<file path="config.mk">
export PLATFORM = sky130hd
export DESIGN_NAME = lpl_ram
export DESIGN_NICKNAME = d
export VERILOG_FILES = /design/src/hw/rtl/lookahead_peak_limiter_unit_macros.svh /design/src/hw/rtl/lpl_ram.sv
export SDC_FILE = /design/constraint.sdc
export NUM_CORES = 2
export LEC_CHECK = 0
export BUFFER_PORTS_ARGS = -buffer_cell sky130_fd_sc_hd__buf_2
export CAP_MARGIN = 20
export CORE_MARGIN = 3
export CORE_UTILIZATION = 50
export DETAILED_ROUTE_END_ITERATION = 16
export MAX_ROUTING_LAYER = met4
export PLACE_DENSITY = 0.77
export SLEW_MARGIN = 25
export SYNTH_ARGS = -nofsm -noshare
export SYNTH_HDL_FRONTEND = slang
export SYNTH_SLANG_ARGS = --single-unit
</file>
<file path="constraint.sdc">
create_clock -name clk -period 5.3 [get_ports clk]
set_input_delay 0.265 -clock clk [delete_from_list [all_inputs] [get_ports clk]]
set_output_delay 0.265 -clock clk [all_outputs]
set_load 0.01 [all_outputs]
</file>
<file path="src/hw/rtl/lookahead_peak_limiter_unit_macros.svh">
// assertion macros for the lookahead peak limiter
// no dependencies; included by the top level
`ifndef LOOKAHEAD_PEAK_LIMITER_UNIT_MACROS_SVH
`define LOOKAHEAD_PEAK_LIMITER_UNIT_MACROS_SVH

// same-cycle implication, disabled in reset
`define LPL_ASSERT_IMPL(lbl, clk_s, rstn_s, ante, cons, msg) \
  lbl: assert property (@(posedge clk_s) disable iff (!rstn_s) (ante) |-> (cons)) \
    else $error(msg);

// next-cycle implication, disabled in reset
`define LPL_ASSERT_NEXT(lbl, clk_s, rstn_s, ante, cons, msg) \
  lbl: assert property (@(posedge clk_s) disable iff (!rstn_s) (ante) |=> (cons)) \
    else $error(msg);

`endif

</file>
<file path="src/hw/rtl/lpl_ram.sv">
// generic single-write, single-read ram with registered read data
// no dependencies
module lpl_ram #(
  parameter int WIDTH = 24,
  parameter int DEPTH = 128
) (
  input  logic                     clk,
  input  logic                     wr_en,
  input  logic [$clog2(DEPTH)-1:0] wr_addr,
  input  logic [WIDTH-1:0]         wr_data,
  input  logic                     rd_en,
  input  logic [$clog2(DEPTH)-1:0] rd_addr,
  output logic [WIDTH-1:0]         rd_data
);

  logic [WIDTH-1:0] mem [DEPTH];

  always_ff @(posedge clk) begin
    if (wr_en) begin
      mem[wr_addr] <= wr_data;
    end
    if (rd_en) begin
      rd_data <= mem[rd_addr];
    end
  end

endmodule

</file>
==> results.toml <==
[synth]
ys_seq_area_share_pct = 79.0
synth.most_common_cell = "edfxtp_1"
synth_top_area_share_pct = 79.0
postSynthCellCount = 4538
synth_fp_nets = 4579
synth.largest_area_cell = "edfxtp_1"
synth_cell_types = 15
synth_ff_type = "edfxtp_1"
synth.area.top_cells = "edfxtp_1 (79%), mux4_2 (19%), clkbuf_1 (0.48%)"
synth_edf_count = 3096
ys_ff_latch = 3096
synth_area_um2 = 118000
ys_top_cells_by_count = "edfxtp_1 (3096), mux4_2 (1008), clkbuf_1 (151), nor2_1 (122), buf_2 (60)"
avgSynthCellArea_um2 = 25.9
yosysWarnings = 0
synthArstFlopShare_pct = 0

[clocking]
insertion_delay_ns = 0.97
cts_max_path_buffers = 4
clkSinkCount = 3096
holdBufCountCts = 24
cts-root-buf = "clkbuf_16"
cts_tree = "done"
cts_resized = 0
clk_pin_slew_ns = 0.06
cts_made_buffers = 307
postCtsSetupBuffers = 0
ctsHtreeMaxLevel = 5

[critical_path]
worstPathCellList = "buf_12 > buf_12 > buf_4 > mux4_2 > mux4_2 > mux4_2 > mux2_2"
r2r_start = "mem[37][21]"
cp_max_fo = 57
critical_path_arrival_ns = 3.74
end_kind = "flop"
crit_buf_inv = 3
crit_path_start = "rd_addr[0]"
r2r_end = "rd_data[21]"
slowest_delay_ns = 0.63
crit_top_cell = "mux4_2"
r2r_setup_slack_ns = 2.59
reg2regPathDepth = 4
slowest_stage = "mux4_2"
cp_top_family = "multiplexers"
worstPathRequired_ns = 5.98
setup.worst_path.start_class = "input port"
worstSetupEndpoint = "rd_data[6]"
critical_path_class = "in -> reg"
worst-path-stages = 7

[sta]
fin_hold_ws_ns = 0.0257
skew_ns = 0.0818
rsz0062_at_grt = "false"
setup_tns_ns = 0
hold_violations = 0
maxSlewViolCount = 0
worst_slack_ns = 2.24
relSlewSlack_pct = 25.7
fmax_ghz = 0.327
setup_viol_count_final = 0
tightest_slew_ns = 1.11
min_period_ns = 3.06
fin_crit_sh_pct = 57.7

[final_layout]
nets = 4963
layout.cells.non_filler = 8301
drive_above_1_share_pct = 36.3
synthToLayoutAreaGrowth_pct = 13.3

[power]
comb_power_share_pct = 5.1
p_per_area_nw_per_um2 = 381
leakage_nw = 40.8
p_sw_mw = 10.8
switching_share_pct = 21.2
ir_drop_mv = 0.371
power_frac_clock_pct = 41.5
seq_power_share_pct = 53.4
power.internal_mw = 40.1

[routing]
first_iter_violations = 9090
drc = 0
routed_wirelength_um = 317000
first_pass_iters = 5
routed-via-count = 55600
vias_per_cell = 6.70
postRouteAntennaNets = 0
wl_per_cell_um = 38.2

[flow_run]
drv_cap = 0

[global_route]
overflow = 0
antenna_found_initial = 37
grt_max_degree = 129
grt_pass1_vias = 57400
grtUsageTotal_pct = 27.0
grt_pass1_wl_um = 444000

[placement]
place_inst = 7719
gp_congestion = 0.853
portBuffers = 64
place_ws_ns = 1.30
hpwl_um = 162000

[die]
design.core.area_um2 = 233000
dieArea_um2 = 241000
die_height_um = 491
fp-row-count = 177
chipWidth_um = 491
io_pins = 65
initial_core_util_pct = 50.4

[worst_hold_path]
hold_path.class = "in -> reg"
hold_depth = 1

[outcome]
status = "completed"
## power by group through the flow
stage	registers [mW]	logic [mW]	clock network [mW]
finish	27.1	2.58	21.1
global route	27.1	2.66	22.1
CTS	27.1	2.54	21.2
detailed placement	27.7	2.48	0
global placement	27.7	2.41	0
floorplan	27.6	1.31	0
## sequential cells by signal, indices dropped and copies added, names as in the netlist
name and flops:
mem 3072, rd_data 24
## metal layers
metal,GRT usage [%],part of all wire (%),vias to the layer above
li1,-,-,20700
met1,34.2,33,29300
met2,40.7,48,4715
met3,7.17,13,882
met4,13.5,5.6,0
met5,-,0,-
## placed cells by master, fill, tap and decap left out, drive strengths merged
cell type / netlist / layout
nand2b: 2 / 2
clkinv: 0 / 119
nor2: 122 / 122
dlygate4sd3: 0 / 24
diode: 0 / 34
edfxtp: 3096 / 3096
nor3: 9 / 9
clkbuf: 151 / 362
nand3: 12 / 12
inv: 0 / 7
mux2: 24 / 24
bufinv: 0 / 24
or3: 1 / 1
nand2: 14 / 14
clkinvlp: 0 / 10
nor2b: 7 / 7
buf: 89 / 291
nand4: 3 / 3
mux4: 1008 / 1008
## metrics by stage
stage               total power [mW]  area, um2  utilization, %
CTS                             50.9     133000            57.1
detailed placement              30.1     123000            52.9
floorplan                       28.9     118000               -
finish                          50.8     133000            57.2
global placement                30.1     123000            52.9
global route                    51.9     133000            57.2
## worst min path at each step
stage	slack [ns]	startpoint	end
floorplan	0.36	wr_data[0]	mem[0][0]
global placement	0.71	wr_data[16]	mem[116][16]
detailed placement	0.73	wr_data[16]	mem[117][16]
CTS	0.003	wr_data[11]	mem[33][11]
global route	0.03	rd_addr[5]	rd_data[18]
finish	0.03	wr_data[11]	mem[33][11]
## layout make-up
class,count,area [um2]
fillers,15500,99900
flip-flops and latches,3096,93000
multi-input cells,1202,24000
clock buffers,362,8060
well taps,3132,3920
repair buffers,315,2810
clock inverters,160,1420
diodes,34,85.1
## cells by family after synthesis
group / share of synthesized area (%)
simple gates: 0.593
mux: 19.5
flops: 79.0
buf+inv: 0.836
No activity file was read; power rests on OpenSTA's default activity.
