File: config.mk
export PLATFORM = sky130hd
export DESIGN_NAME = lpl_div
export DESIGN_NICKNAME = d
export VERILOG_FILES = /design/src/hw/rtl/lookahead_peak_limiter_unit_macros.svh /design/src/hw/rtl/lpl_pkg.sv /design/src/hw/rtl/lpl_div.sv
export SDC_FILE = /design/constraint.sdc
export NUM_CORES = 1
export LEC_CHECK = 0
export ABC_AREA = 1
export BUFFER_PORTS_ARGS = -buffer_cell sky130_fd_sc_hd__buf_2
export CORE_MARGIN = 5
export CORE_UTILIZATION = 63
export DETAILED_ROUTE_END_ITERATION = 6
export PLACE_DENSITY = 0.9
export SKIP_CTS_REPAIR_TIMING = 1
export SLEW_MARGIN = 20
export SYNTH_ARGS = -nofsm -noshare
export SYNTH_HDL_FRONTEND = slang
export SYNTH_SLANG_ARGS = --single-unit
File: constraint.sdc
create_clock -name clk -period 3.5 [get_ports clk]
set_clock_uncertainty 0.15 [all_clocks]
set_input_delay 0.175 -clock clk [delete_from_list [all_inputs] [get_ports clk]]
set_output_delay 0.175 -clock clk [all_outputs]
set_load 0.01 [all_outputs]
File: src/hw/rtl/lookahead_peak_limiter_unit_macros.svh
// assertion macros for the lookahead peak limiter
// no dependencies; included by the top level
`ifndef LOOKAHEAD_PEAK_LIMITER_UNIT_MACROS_SVH
`define LOOKAHEAD_PEAK_LIMITER_UNIT_MACROS_SVH

// same-cycle implication, disabled in reset
`define LPL_ASSERT_IMPL(lbl, clk_s, rstn_s, ante, cons, msg) \
  lbl: assert property (@(posedge clk_s) disable iff (!rstn_s) (ante) |-> (cons)) \
    else $error(msg);

// next-cycle implication, disabled in reset
`define LPL_ASSERT_NEXT(lbl, clk_s, rstn_s, ante, cons, msg) \
  lbl: assert property (@(posedge clk_s) disable iff (!rstn_s) (ante) |=> (cons)) \
    else $error(msg);

`endif

File: src/hw/rtl/lpl_pkg.sv
// shared types and constants for the lookahead peak limiter
// no dependencies
package lpl_pkg;

  localparam int SAMPLE_W = 24;
  localparam int GAIN_W   = 24;
  localparam int COEF_W   = 24;
  localparam int THR_W    = 23;
  localparam int DLEN_W   = 7;
  localparam int CFG_IDX_W = 2;
  localparam int MUL_W    = 26;

  localparam logic [GAIN_W-1:0] UNITY_GAIN = 24'h800000;
  localparam logic [COEF_W:0]   COEF_ONE   = 25'h1000000;

  localparam logic [CFG_IDX_W-1:0] REG_DELAY_LENGTH   = 2'd0;
  localparam logic [CFG_IDX_W-1:0] REG_ATTACK_COEF    = 2'd1;
  localparam logic [CFG_IDX_W-1:0] REG_RELEASE_COEF   = 2'd2;
  localparam logic [CFG_IDX_W-1:0] REG_LIMIT_THRESHOLD = 2'd3;

  localparam logic [DLEN_W-1:0] RST_DELAY_LENGTH   = 7'd32;
  localparam logic [COEF_W-1:0] RST_ATTACK_COEF    = 24'd15099494;
  localparam logic [COEF_W-1:0] RST_RELEASE_COEF   = 24'd16768827;
  localparam logic [THR_W-1:0]  RST_LIMIT_THRESHOLD = 23'd996147;

  localparam int DIV_STEPS = 23;
  localparam int DIV_CNT_W = $clog2(DIV_STEPS);

  typedef enum logic [9:0] {
    S_CLEAR = 10'b0000000001,
    S_IDLE  = 10'b0000000010,
    S_WRITE = 10'b0000000100,
    S_ENV   = 10'b0000001000,
    S_ACC   = 10'b0000010000,
    S_DIV   = 10'b0000100000,
    S_TGT   = 10'b0001000000,
    S_GAIN  = 10'b0010000000,
    S_OMUL  = 10'b0100000000,
    S_OUT   = 10'b1000000000
  } state_t;

endpackage

File: src/hw/rtl/lpl_div.sv
// restoring divider, one quotient bit per cycle: (dividend << 23) / divisor
// needs dividend < divisor; depends on lpl_pkg
module lpl_div (
  input  logic                          clk,
  input  logic                          rst_n,
  input  logic                          start,
  input  logic [lpl_pkg::THR_W-1:0]     dividend,
  input  logic [lpl_pkg::SAMPLE_W-1:0]  divisor,
  output logic                          done,
  output logic [lpl_pkg::DIV_STEPS-1:0] quotient
);

  logic                          busy_r;
  logic                          done_r;
  logic [lpl_pkg::DIV_CNT_W-1:0] cnt_r;
  logic [lpl_pkg::SAMPLE_W-1:0]  rem_r;
  logic [lpl_pkg::SAMPLE_W-1:0]  dsr_r;
  logic [lpl_pkg::DIV_STEPS-1:0] quo_r;
  logic [lpl_pkg::SAMPLE_W:0]    trial;
  logic                          fits;

  always_comb begin
    trial = {rem_r, 1'b0} - {1'b0, dsr_r};
    fits  = !trial[lpl_pkg::SAMPLE_W];
  end

  always_ff @(posedge clk) begin
    if (!rst_n) begin
      busy_r <= 1'b0;
      done_r <= 1'b0;
      cnt_r  <= '0;
    end else begin
      done_r <= 1'b0;
      if (start) begin
        busy_r <= 1'b1;
        cnt_r  <= '0;
      end else if (busy_r) begin
        cnt_r <= cnt_r + lpl_pkg::DIV_CNT_W'(1);
        if (cnt_r == lpl_pkg::DIV_CNT_W'(lpl_pkg::DIV_STEPS - 1)) begin
          busy_r <= 1'b0;
          done_r <= 1'b1;
        end
      end
    end
  end

  always_ff @(posedge clk) begin
    if (start) begin
      rem_r <= {1'b0, dividend};
      dsr_r <= divisor;
      quo_r <= '0;
    end else if (busy_r) begin
      rem_r <= fits ? trial[lpl_pkg::SAMPLE_W-1:0] : {rem_r[lpl_pkg::SAMPLE_W-2:0], 1'b0};
      quo_r <= {quo_r[lpl_pkg::DIV_STEPS-2:0], fits};
    end
  end

  assign done     = done_r;
  assign quotient = quo_r;

endmodule

==> impl_metrics.yaml, run 1 <==
synthesis:
  synth.cell_area_um2: 5273
  synthCells: 731
  yosys.area.top_type: "edfxtp_1"
  syn_nets: 807
  synth_commonest_cells: "nand2_1 (238), inv_1 (163), edfxtp_1 (47), nand3_1 (47), dfxtp_1 (31)"
  synth_top_area_share_pct: 26.77
  syn_avg_cell_area_um2: 7.213
  synth_edf_count: 47
  ys_types: 39
  synthArstFlopShare_pct: 0
  ys_seq_area_share_pct: 38.54
  ys.flop_type: "edfxtp_1"
  synth_area_leaders: "edfxtp_1 (27%), nand2_1 (17%), dfxtp_1 (12%)"
  yosysWarnings: 0
  ys_ff_latch: 78
  yosysMostFrequentCell: "nand2_1"
floorplan:
  die_w_um: 101.5
  top_level_ports: 74
  die_area_um2: 10300
  core_area_um2: 8175
  floorplan.initialDensity_pct: 64.49
  placement_rows: 33
  die_h_um: 101.5
clocking:
  cts_tree: "built"
  numCtsBuffers: 9
  cts_num_sinks: 78
  clockBufferDepth: 2
  htree_levels: 3
  clk_pin_slew_ns: 0.09
  clock_latency_ns: 0.36
  cts-root-buf: "clkbuf_8"
cells_and_area:
  area_delta_synth_final_pct: 20.67
  drive_above_1_share_pct: 17.66
  diodes: 0
  layout.cells.non_filler: 960
  fillers: 593
  nNetsFinal: 926
worst_setup_path:
  crit_type: "reg -> reg"
  critPathLaunchType: "flop"
  arrival_ns: 2.92
  required_ns: 3.47
  critPathCaptureType: "flop"
  crit_fanout: 12
timing:
  fmax_mhz: 339.1
  post-route-period-util_pct: 84.26
  slew_violations: 0
  layout_setup_ws_ns: 0.5507
  tightest_slew_ns: 0.7530
  fin_crit_ns: 2.949
  hold_viol: 1
  max_slew_margin_pct: 49.74
  rsz0062_at_grt: "no"
  setup_violations: 0
  tns_ns: 0
  whs_ns: -0.03491
placement:
  dpl.hpwl_um: 10060
  numPortBuffers: 73
  place.gp.congestion: 0.9674
  placed_cells: 897
  dp_slack_ns: 0.6185
grt:
  grt.total_usage_pct: 27.23
  grt_pass1_vias: 4889
  grt_max_degree: 29
  grt_pass1_wl_um: 22300
  antenna_found_initial: 0
  overflow: 0
power:
  p_total_uw: 3541
  combPwrFrac_pct: 47.1
  switching_power_uw: 1521
  power_density_nw_per_um2: 556.6
  clkPwrFrac_pct: 20.2
  netSwitchingFraction_pct: 42.96
  pwr-share-seq_pct: 32.7
  vdd_drop_max_mv: 0.3879
  intPower_uw: 2020
  power_leakage_uw: 0.003347
route:
  avgRoutedWirePerCell_um: 15.08
  dr.pass1.iters: 7
  ant_nets: 0
  viasPerCell: 5.267
  vias: 5056
  drtIter0Drc: 281
  finalWirelength_um: 14480
  drcViolationCount: 0
worst_hold_path:
  hold_class: "in -> reg"
run:
  cap_violations: 0
status:
  violations: "negative hold slack"
  status: "finished, violations left"
==> worst max-delay path: stages, from the launching register on <==
cell      delay (ns)
edfxtp_1        0.45
fa_1            0.51
nand2_1         0.09
nand2_1         0.08
nand3_1         0.10
nand2_2         0.09
nand2_2         0.11
nand4_2         0.44
nand2_4         0.41
nand2_1         0.10
nand3_1         0.10
nand2_1         0.07
==> cell type report <==
| type | count | area, µm² | area share [%] |
|---|---|---|---|
| repair buffers | 124 | 878.3 | 13.81 |
| clock inverters | 6 | 67.56 | 1.062 |
| multi-input cells | 473 | 2510 | 39.45 |
| flip-flops and latches | 78 | 2032 | 31.94 |
| well taps | 105 | 131.4 | 2.065 |
| inverters | 164 | 615.6 | 9.676 |
| clock buffers | 10 | 127.6 | 2.006 |
==> cell usage in the layout, fill, tap and decap left out, types with 2 or more instances in the layout <==
cell type	n
a21oi_1	17
and2_1	3
buf_2	73
buf_4	3
clkbuf_8	9
dfxtp_1	31
dlygate4sd3_1	47
edfxtp_1	47
ha_1	25
inv_1	163
inv_4	2
inv_6	2
nand2_1	238
nand2_2	27
nand2_4	2
nand3_1	47
nand3_2	20
nand3b_1	7
nand4_1	8
nand4_2	2
nor2_1	28
nor2_2	4
nor3_1	4
o21ai_0	3
o22ai_1	21
xnor2_1	6
==> power groups by stage <==
stage	sequential [µW]	combinational (µW)	clock, µW
after floorplan	1160	1300	0
after global placement	1170	1550	0
after detailed placement	1180	1580	0
after CTS	1160	1600	719
after global routing	1170	1870	765
final	1160	1670	716
==> cell families after synthesis <==
kind of cell	after synthesis	share of synthesized area, %
and+or+nand+nor	393	34.93
buffers and inverters	180	13.86
DFF	78	38.54
AOI/OAI and AO/OA	47	5.197
adders and majority gates	26	6.312
xor gates and xnor gates	7	1.163
==> metal layers <==
metal | vias to the layer above | part of all wire [%] | track usage, %
li1 | 2510 | - | -
met1 | 2319 | 41 | 33.80
met2 | 184 | 49 | 46.33
met3 | 43 | 6.7 | 6.749
met4 | 0 | 2.8 | 9.202
met5 | - | 0 | 0
==> flip-flops by register name, indices dropped and copies added (netlist names) <==
| signal | flops |
|---|---|
| busy_r | 1 |
| cnt_r | 5 |
| done | 1 |
| dsr_r | 24 |
| quotient | 23 |
| rem_r | 24 |
==> final timing paths <==
| check | startpoint | end | slack, ns | cells after the start |
|---|---|---|---|---|
| max reg2reg | rem_r[0] | rem_r[22] | 0.55 | 11 |
| min | dividend[17] | rem_r[17] | -0.03 | 3 |
| max | rem_r[0] | rem_r[22] | 0.55 | 11 |
| min reg2reg | quotient[22] | quotient[22] | 0.32 | 2 |
==> metrics by stage <==
| step | util [%] | hold slack [ns] | instance area, µm² |
|---|---|---|---|
| after floorplan | - | 0.1239 | 5273 |
| after detailed placement | 69.68 | 0.2033 | 5697 |
| after global placement | 69.68 | 0.2009 | 5697 |
| final | 77.82 | -0.03491 | 6362 |
| after global routing | 77.82 | 0.01116 | 6362 |
| after CTS | 72.07 | -0.1738 | 5892 |
(Power assumes the default switching activity.)
==> run 2: changes to the inputs <==
- ABC_AREA: 1 -> 0
- CORE_UTILIZATION: 63 -> 51
- PLACE_DENSITY: 0.9 -> 0.8
- clock period: 3.5 -> 2.5 ns (I/O delays scaled with it)
==> impl_metrics.yaml, run 2 <==
timing:
  whs_ns: 0.3197
  rsz0062_at_grt: "yes"
  max_slew_margin_pct: 57.67
  post-route-period-util_pct: 122.0
  fmax_mhz: 328.0
  tightest_slew_ns: 0.6349
  layout_setup_ws_ns: -0.5489
  hold_viol: 0
  setup_violations: 25
  tns_ns: -10.05
  fin_crit_ns: 3.049
  slew_violations: 0
synthesis:
  synthArstFlopShare_pct: 0
  synth_area_leaders: "edfxtp_1 (32%), dfxtp_1 (14%), mux2i_1 (9.3%)"
  ys_seq_area_share_pct: 45.94
  ys.flop_type: "edfxtp_1"
  synth_top_area_share_pct: 31.91
  synthCells: 431
  ys_types: 48
  syn_nets: 507
  synth_commonest_cells: "edfxtp_1 (47), mux2i_1 (41), nand2_1 (40)"
  synth_edf_count: 47
  syn_avg_cell_area_um2: 10.26
  yosys.area.top_type: "edfxtp_1"
  synth.cell_area_um2: 4423
  yosysWarnings: 0
  ys_ff_latch: 78
  yosysMostFrequentCell: "edfxtp_1"
cells_and_area:
  final_cell_mix: "buf_2 (73), buf_4 (66), dlygate4sd3_1 (49)"
  mostFrequentLayoutCell: "buf_2"
  fillers: 615
  multi_input_area_um2: 2282
  regArea_um2: 2032
  diodes: 0
  drive_above_1_share_pct: 29.73
  layout.cells.non_filler: 727
  fin_util_pct: 71.69
  area_delta_synth_final_pct: 39.29
  final_area_um2: 6161
  nNetsFinal: 690
clocking:
  htree_levels: 3
  cts_num_sinks: 78
  numCtsBuffers: 9
  clockBufferDepth: 2
  cts_tree: "built"
  cts-root-buf: "clkbuf_8"
  clk_pin_slew_ns: 0.09
  clock_latency_ns: 0.36
worst_setup_path:
  crit_type: "reg -> reg"
  path_cells: "buf_4 -> ha_1 -> nand2b_1 -> a21o_1 -> a2111o_1 -> o211ai_1 -> mux2i_1 -> o2111ai_1 -> mux2_4 -> mux2_2"
  crit_fanout: 3
  critPathCaptureType: "flop"
  slowest_delay_ns: 0.45
  path_buf_inv: 1
  critPathLaunchType: "flop"
  required_ns: 2.46
  arrival_ns: 3.01
  slowest_stage: "edfxtp_1"
  crit_family: "compound AO/OA/AOI/OAI gates"
route:
  drtIter0Drc: 165
  drcViolationCount: 0
  ant_nets: 0
  finalWirelength_um: 10830
  viasPerCell: 5.220
  dr.pass1.iters: 4
  avgRoutedWirePerCell_um: 14.89
  vias: 3795
power:
  clkPwrFrac_pct: 16.4
  combPwrFrac_pct: 53.4
  switching_power_uw: 2105
  netSwitchingFraction_pct: 36.75
  intPower_uw: 3622
  power_density_nw_per_um2: 929.5
  pwr-share-seq_pct: 30.2
  power_leakage_uw: 0.002778
  vdd_drop_max_mv: 0.6213
grt:
  grt.total_usage_pct: 19.32
  antenna_found_initial: 0
  grt_pass1_vias: 3624
  grt_max_degree: 50
  grt_pass1_wl_um: 16370
  overflow: 0
floorplan:
  die_h_um: 103.1
  top_level_ports: 74
  die_area_um2: 10630
  floorplan.initialDensity_pct: 51.47
  core_area_um2: 8593
  die_w_um: 103.1
  placement_rows: 34
placement:
  numPortBuffers: 73
  place.gp.congestion: 0.8641
  placed_cells: 658
  placed_area_um2: 5413
  dpl.hpwl_um: 7523
status:
  violations: "negative setup slack"
  status: "finished, violations left"
worst_hold_path:
  hold_class: "in -> reg"
run:
  cap_violations: 0
[run 2: layout make-up]
cell class                 count  share of cell area [%]
timing repair buffer         191                   22.77
inverter                      31                   1.889
tap                          108                   2.193
clock buffer                   9                   2.011
multi-input combinational    303                   37.04
clock inverter                 7                   1.117
sequential                    78                   32.98
[run 2: logic make-up (layout without fill, tap and decap cells)]
logic type | Yosys count | count (layout) | share of synthesized area [%]
adders and majority gates | 26 | 26 | 7.525
DFF | 78 | 78 | 45.94
muxes | 49 | 49 | 11.32
xor gates and xnor gates | 25 | 25 | 5.375
AOI/OAI and AO/OA | 91 | 91 | 13.61
and+or+nand+nor | 112 | 112 | 11.71
buffers and inverters | 50 | 238 | 4.526
[run 2: worst reg2reg max path, stage by stage, from the launching register on]
cell and delay (ns):
edfxtp_1 0.45, buf_4 0.17, ha_1 0.26, nand2b_1 0.09
a21o_1 0.24, a2111o_1 0.38, o211ai_1 0.18, mux2i_1 0.25
o2111ai_1 0.12, mux2_4 0.26, mux2_2 0.26
[run 2: path summary, 6_finish.rpt]
| check | slack (ns) | cells after the start | end | startpoint |
|---|---|---|---|---|
| max | -0.55 | 10 | rem_r[13] | rem_r[0] |
| min | 0.32 | 2 | dsr_r[1] | divisor[1] |
| max reg2reg | -0.55 | 10 | rem_r[13] | rem_r[0] |
| min reg2reg | 0.37 | 2 | quotient[22] | quotient[22] |
[run 2: routing by layer]
metal,up-vias,GRT usage (%),part of all wire (%)
li1,1909,-,-
met1,1784,24.04,44
met2,82,33.30,49
met3,20,4.736,4.2
met4,0,5.478,2.2
met5,-,0,0
[run 2: power groups by stage]
stage                     clock network, µW  registers (µW)  logic, µW
after floorplan                           0            1710       1870
after global placement                    0            1740       2780
after detailed placement                  0            1750       2850
after CTS                               972            1730       2870
after global routing                   1030            1750       3320
final                                   940            1730       3060
[run 2: stage by stage]
stage          total power, µW  setup slack (ns)
3_5_place_dp              4605           -0.4922
2_1_floorplan             3585           -0.2711
5_1_grt                   6103           -0.6376
4_1_cts                   5568           -0.5020
3_3_place_gp              4519           -0.4555
6_report                  5727           -0.5489
==> run 3: changes to the inputs <==
- ABC_AREA: 0 -> default
- SKIP_CTS_REPAIR_TIMING: 1 -> default
==> impl_metrics.yaml, run 3 (synthesis gave the netlist of run 2 again) <==
worst_setup_path:
  arrival_ns: 3.02
  critPathCapture: "rem_r[18]"
  crit_fanout: 8
  reg2reg_depth: 10
  crit_type: "reg -> reg"
  rr_startpoint: "rem_r[0]"
  reg2reg_to: "rem_r[18]"
  required_ns: 2.47
  critPathLaunchType: "flop"
  crit_start: "rem_r[0]"
  critPathCaptureType: "flop"
  worst-r2r-setup-slack_ns: -0.55
grt:
  grt.total_usage_pct: 21.27
  grt_max_degree: 50
  overflow: 0
  grt_pass1_vias: 3959
  grt_pass1_wl_um: 17970
  antenna_found_initial: 0
floorplan:
  placement_rows: 34
  core_area_um2: 8593
  die_area_um2: 10630
  floorplan.initialDensity_pct: 51.47
  die_h_um: 103.1
  top_level_ports: 74
  die_w_um: 103.1
route:
  dr.pass1.iters: 4
  ant_nets: 0
  drtIter0Drc: 162
  finalWirelength_um: 11260
  viasPerCell: 5.242
  avgRoutedWirePerCell_um: 15.39
  drcViolationCount: 0
  vias: 3837
run:
  cap_violations: 0
status:
  violations: "negative setup slack"
  status: "finished, violations left"
cells_and_area:
  final_area_um2: 6282
  final_cell_mix: "buf_2 (73), buf_4 (69), dlygate4sd3_1 (49)"
  area_delta_synth_final_pct: 42.04
  drive_above_1_share_pct: 31.57
  fin_util_pct: 73.11
  mostFrequentLayoutCell: "buf_2"
  layout.cells.non_filler: 732
  nNetsFinal: 695
  diodes: 0
timing:
  fmax_mhz: 327.6
  hold_viol: 0
  tightest_slew_ns: 0.6402
  layout_setup_ws_ns: -0.5524
  fin_crit_ns: 3.052
  rsz0062_at_grt: "yes"
  setup_violations: 25
  post-route-period-util_pct: 122.1
  whs_ns: 0.3154
  max_slew_margin_pct: 57.32
  slew_violations: 0
power:
  power_leakage_uw: 0.002805
  combPwrFrac_pct: 54.7
  clkPwrFrac_pct: 16.1
  intPower_uw: 3739
  power_density_nw_per_um2: 946.9
  vdd_drop_max_mv: 0.6348
  netSwitchingFraction_pct: 37.15
  pwr-share-seq_pct: 29.2
  switching_power_uw: 2210
placement:
  placed_cells: 658
  dpl.hpwl_um: 7523
  place.gp.congestion: 0.8641
  numPortBuffers: 73
  placed_area_um2: 5413
worst_hold_path:
  hold_class: "in -> reg"
clocking:
  htree_levels: 3
  numCtsBuffers: 9
  clk_pin_slew_ns: 0.10
  clockBufferDepth: 2
  cts_num_sinks: 78
  cts_tree: "built"
  cts-root-buf: "clkbuf_8"
  clock_latency_ns: 0.36
-- run 3: cell count changes in the layout (fill, tap and decap cells not counted), moves of 2 or more --
cell      change
a211oi_2      -2
a211oi_4      +2
buf_4         +3
ha_1          -4
ha_4          +3
-- run 3: how the worst min path moves through the flow --
stage,endpoint,cells after the start,slack (ns),startpoint
global placement,dsr_r[7],1,0.15,divisor[7]
global route,dsr_r[19],2,0.31,divisor[19]
finish,dsr_r[1],2,0.32,divisor[1]
detailed placement,dsr_r[4],1,0.15,divisor[4]
floorplan,dsr_r[0],0,0.07,divisor[0]
CTS,dsr_r[6],2,0.30,divisor[6]
-- run 3: power by group through the flow --
stage	registers (µW)	logic, µW	clock network (µW)
6_report	1740	3260	955
5_1_grt	1750	3520	1030
4_1_cts	1730	3030	972
3_5_place_dp	1750	2850	0
3_3_place_gp	1740	2780	0
2_1_floorplan	1710	1870	0
-- run 3: routing by layer --
layer	global-route usage (%)	wire, µm	vias to the layer above
met5	0	0	-
met4	6.574	230	0
met3	4.601	508	20
met2	37.59	5728	96
met1	25.84	4797	1800
li1	-	-	1921
-- run 3: layout make-up --
cell class / instances / area [µm²]
Tap cell: 108 / 135.1
Inverter: 31 / 116.4
Sequential cell: 78 / 2032
Multi-Input combinational cell: 303 / 2355
Clock inverter: 7 / 68.82
Fill cell: 584 / 2311
Timing Repair Buffer: 196 / 1451
Clock buffer: 9 / 123.9
-- run 3: stage by stage --
stage	TNS, ns	total power (µW)	worst slack [ns]
2_1_floorplan	-3.728	3585	-0.2711
3_3_place_gp	-8.733	4519	-0.4555
3_5_place_dp	-9.666	4605	-0.4922
4_1_cts	-9.475	5736	-0.4641
5_1_grt	-14.05	6306	-0.6548
6_report	-11.12	5949	-0.5524
-- run 3: worst max-delay path, cell delays in order, from the launching register on --
cell and delay [ns]:
edfxtp_1 0.43, fa_2 0.41, a211oi_4 0.25, o211ai_1 0.14
nand4_1 0.19, a21oi_2 0.10, a31oi_4 0.25, xnor2_4 0.15
buf_12 0.15, mux2_2 0.33, mux2_2 0.26
-- run 3: timing repair --
item	in CTS	in global routing
gates resized for setup	11	13
endpoints found under the hold margin	60	0
hold buffers	49	0
pin swaps	6	4
endpoints found under the setup margin	25	25
setup buffers	6	3
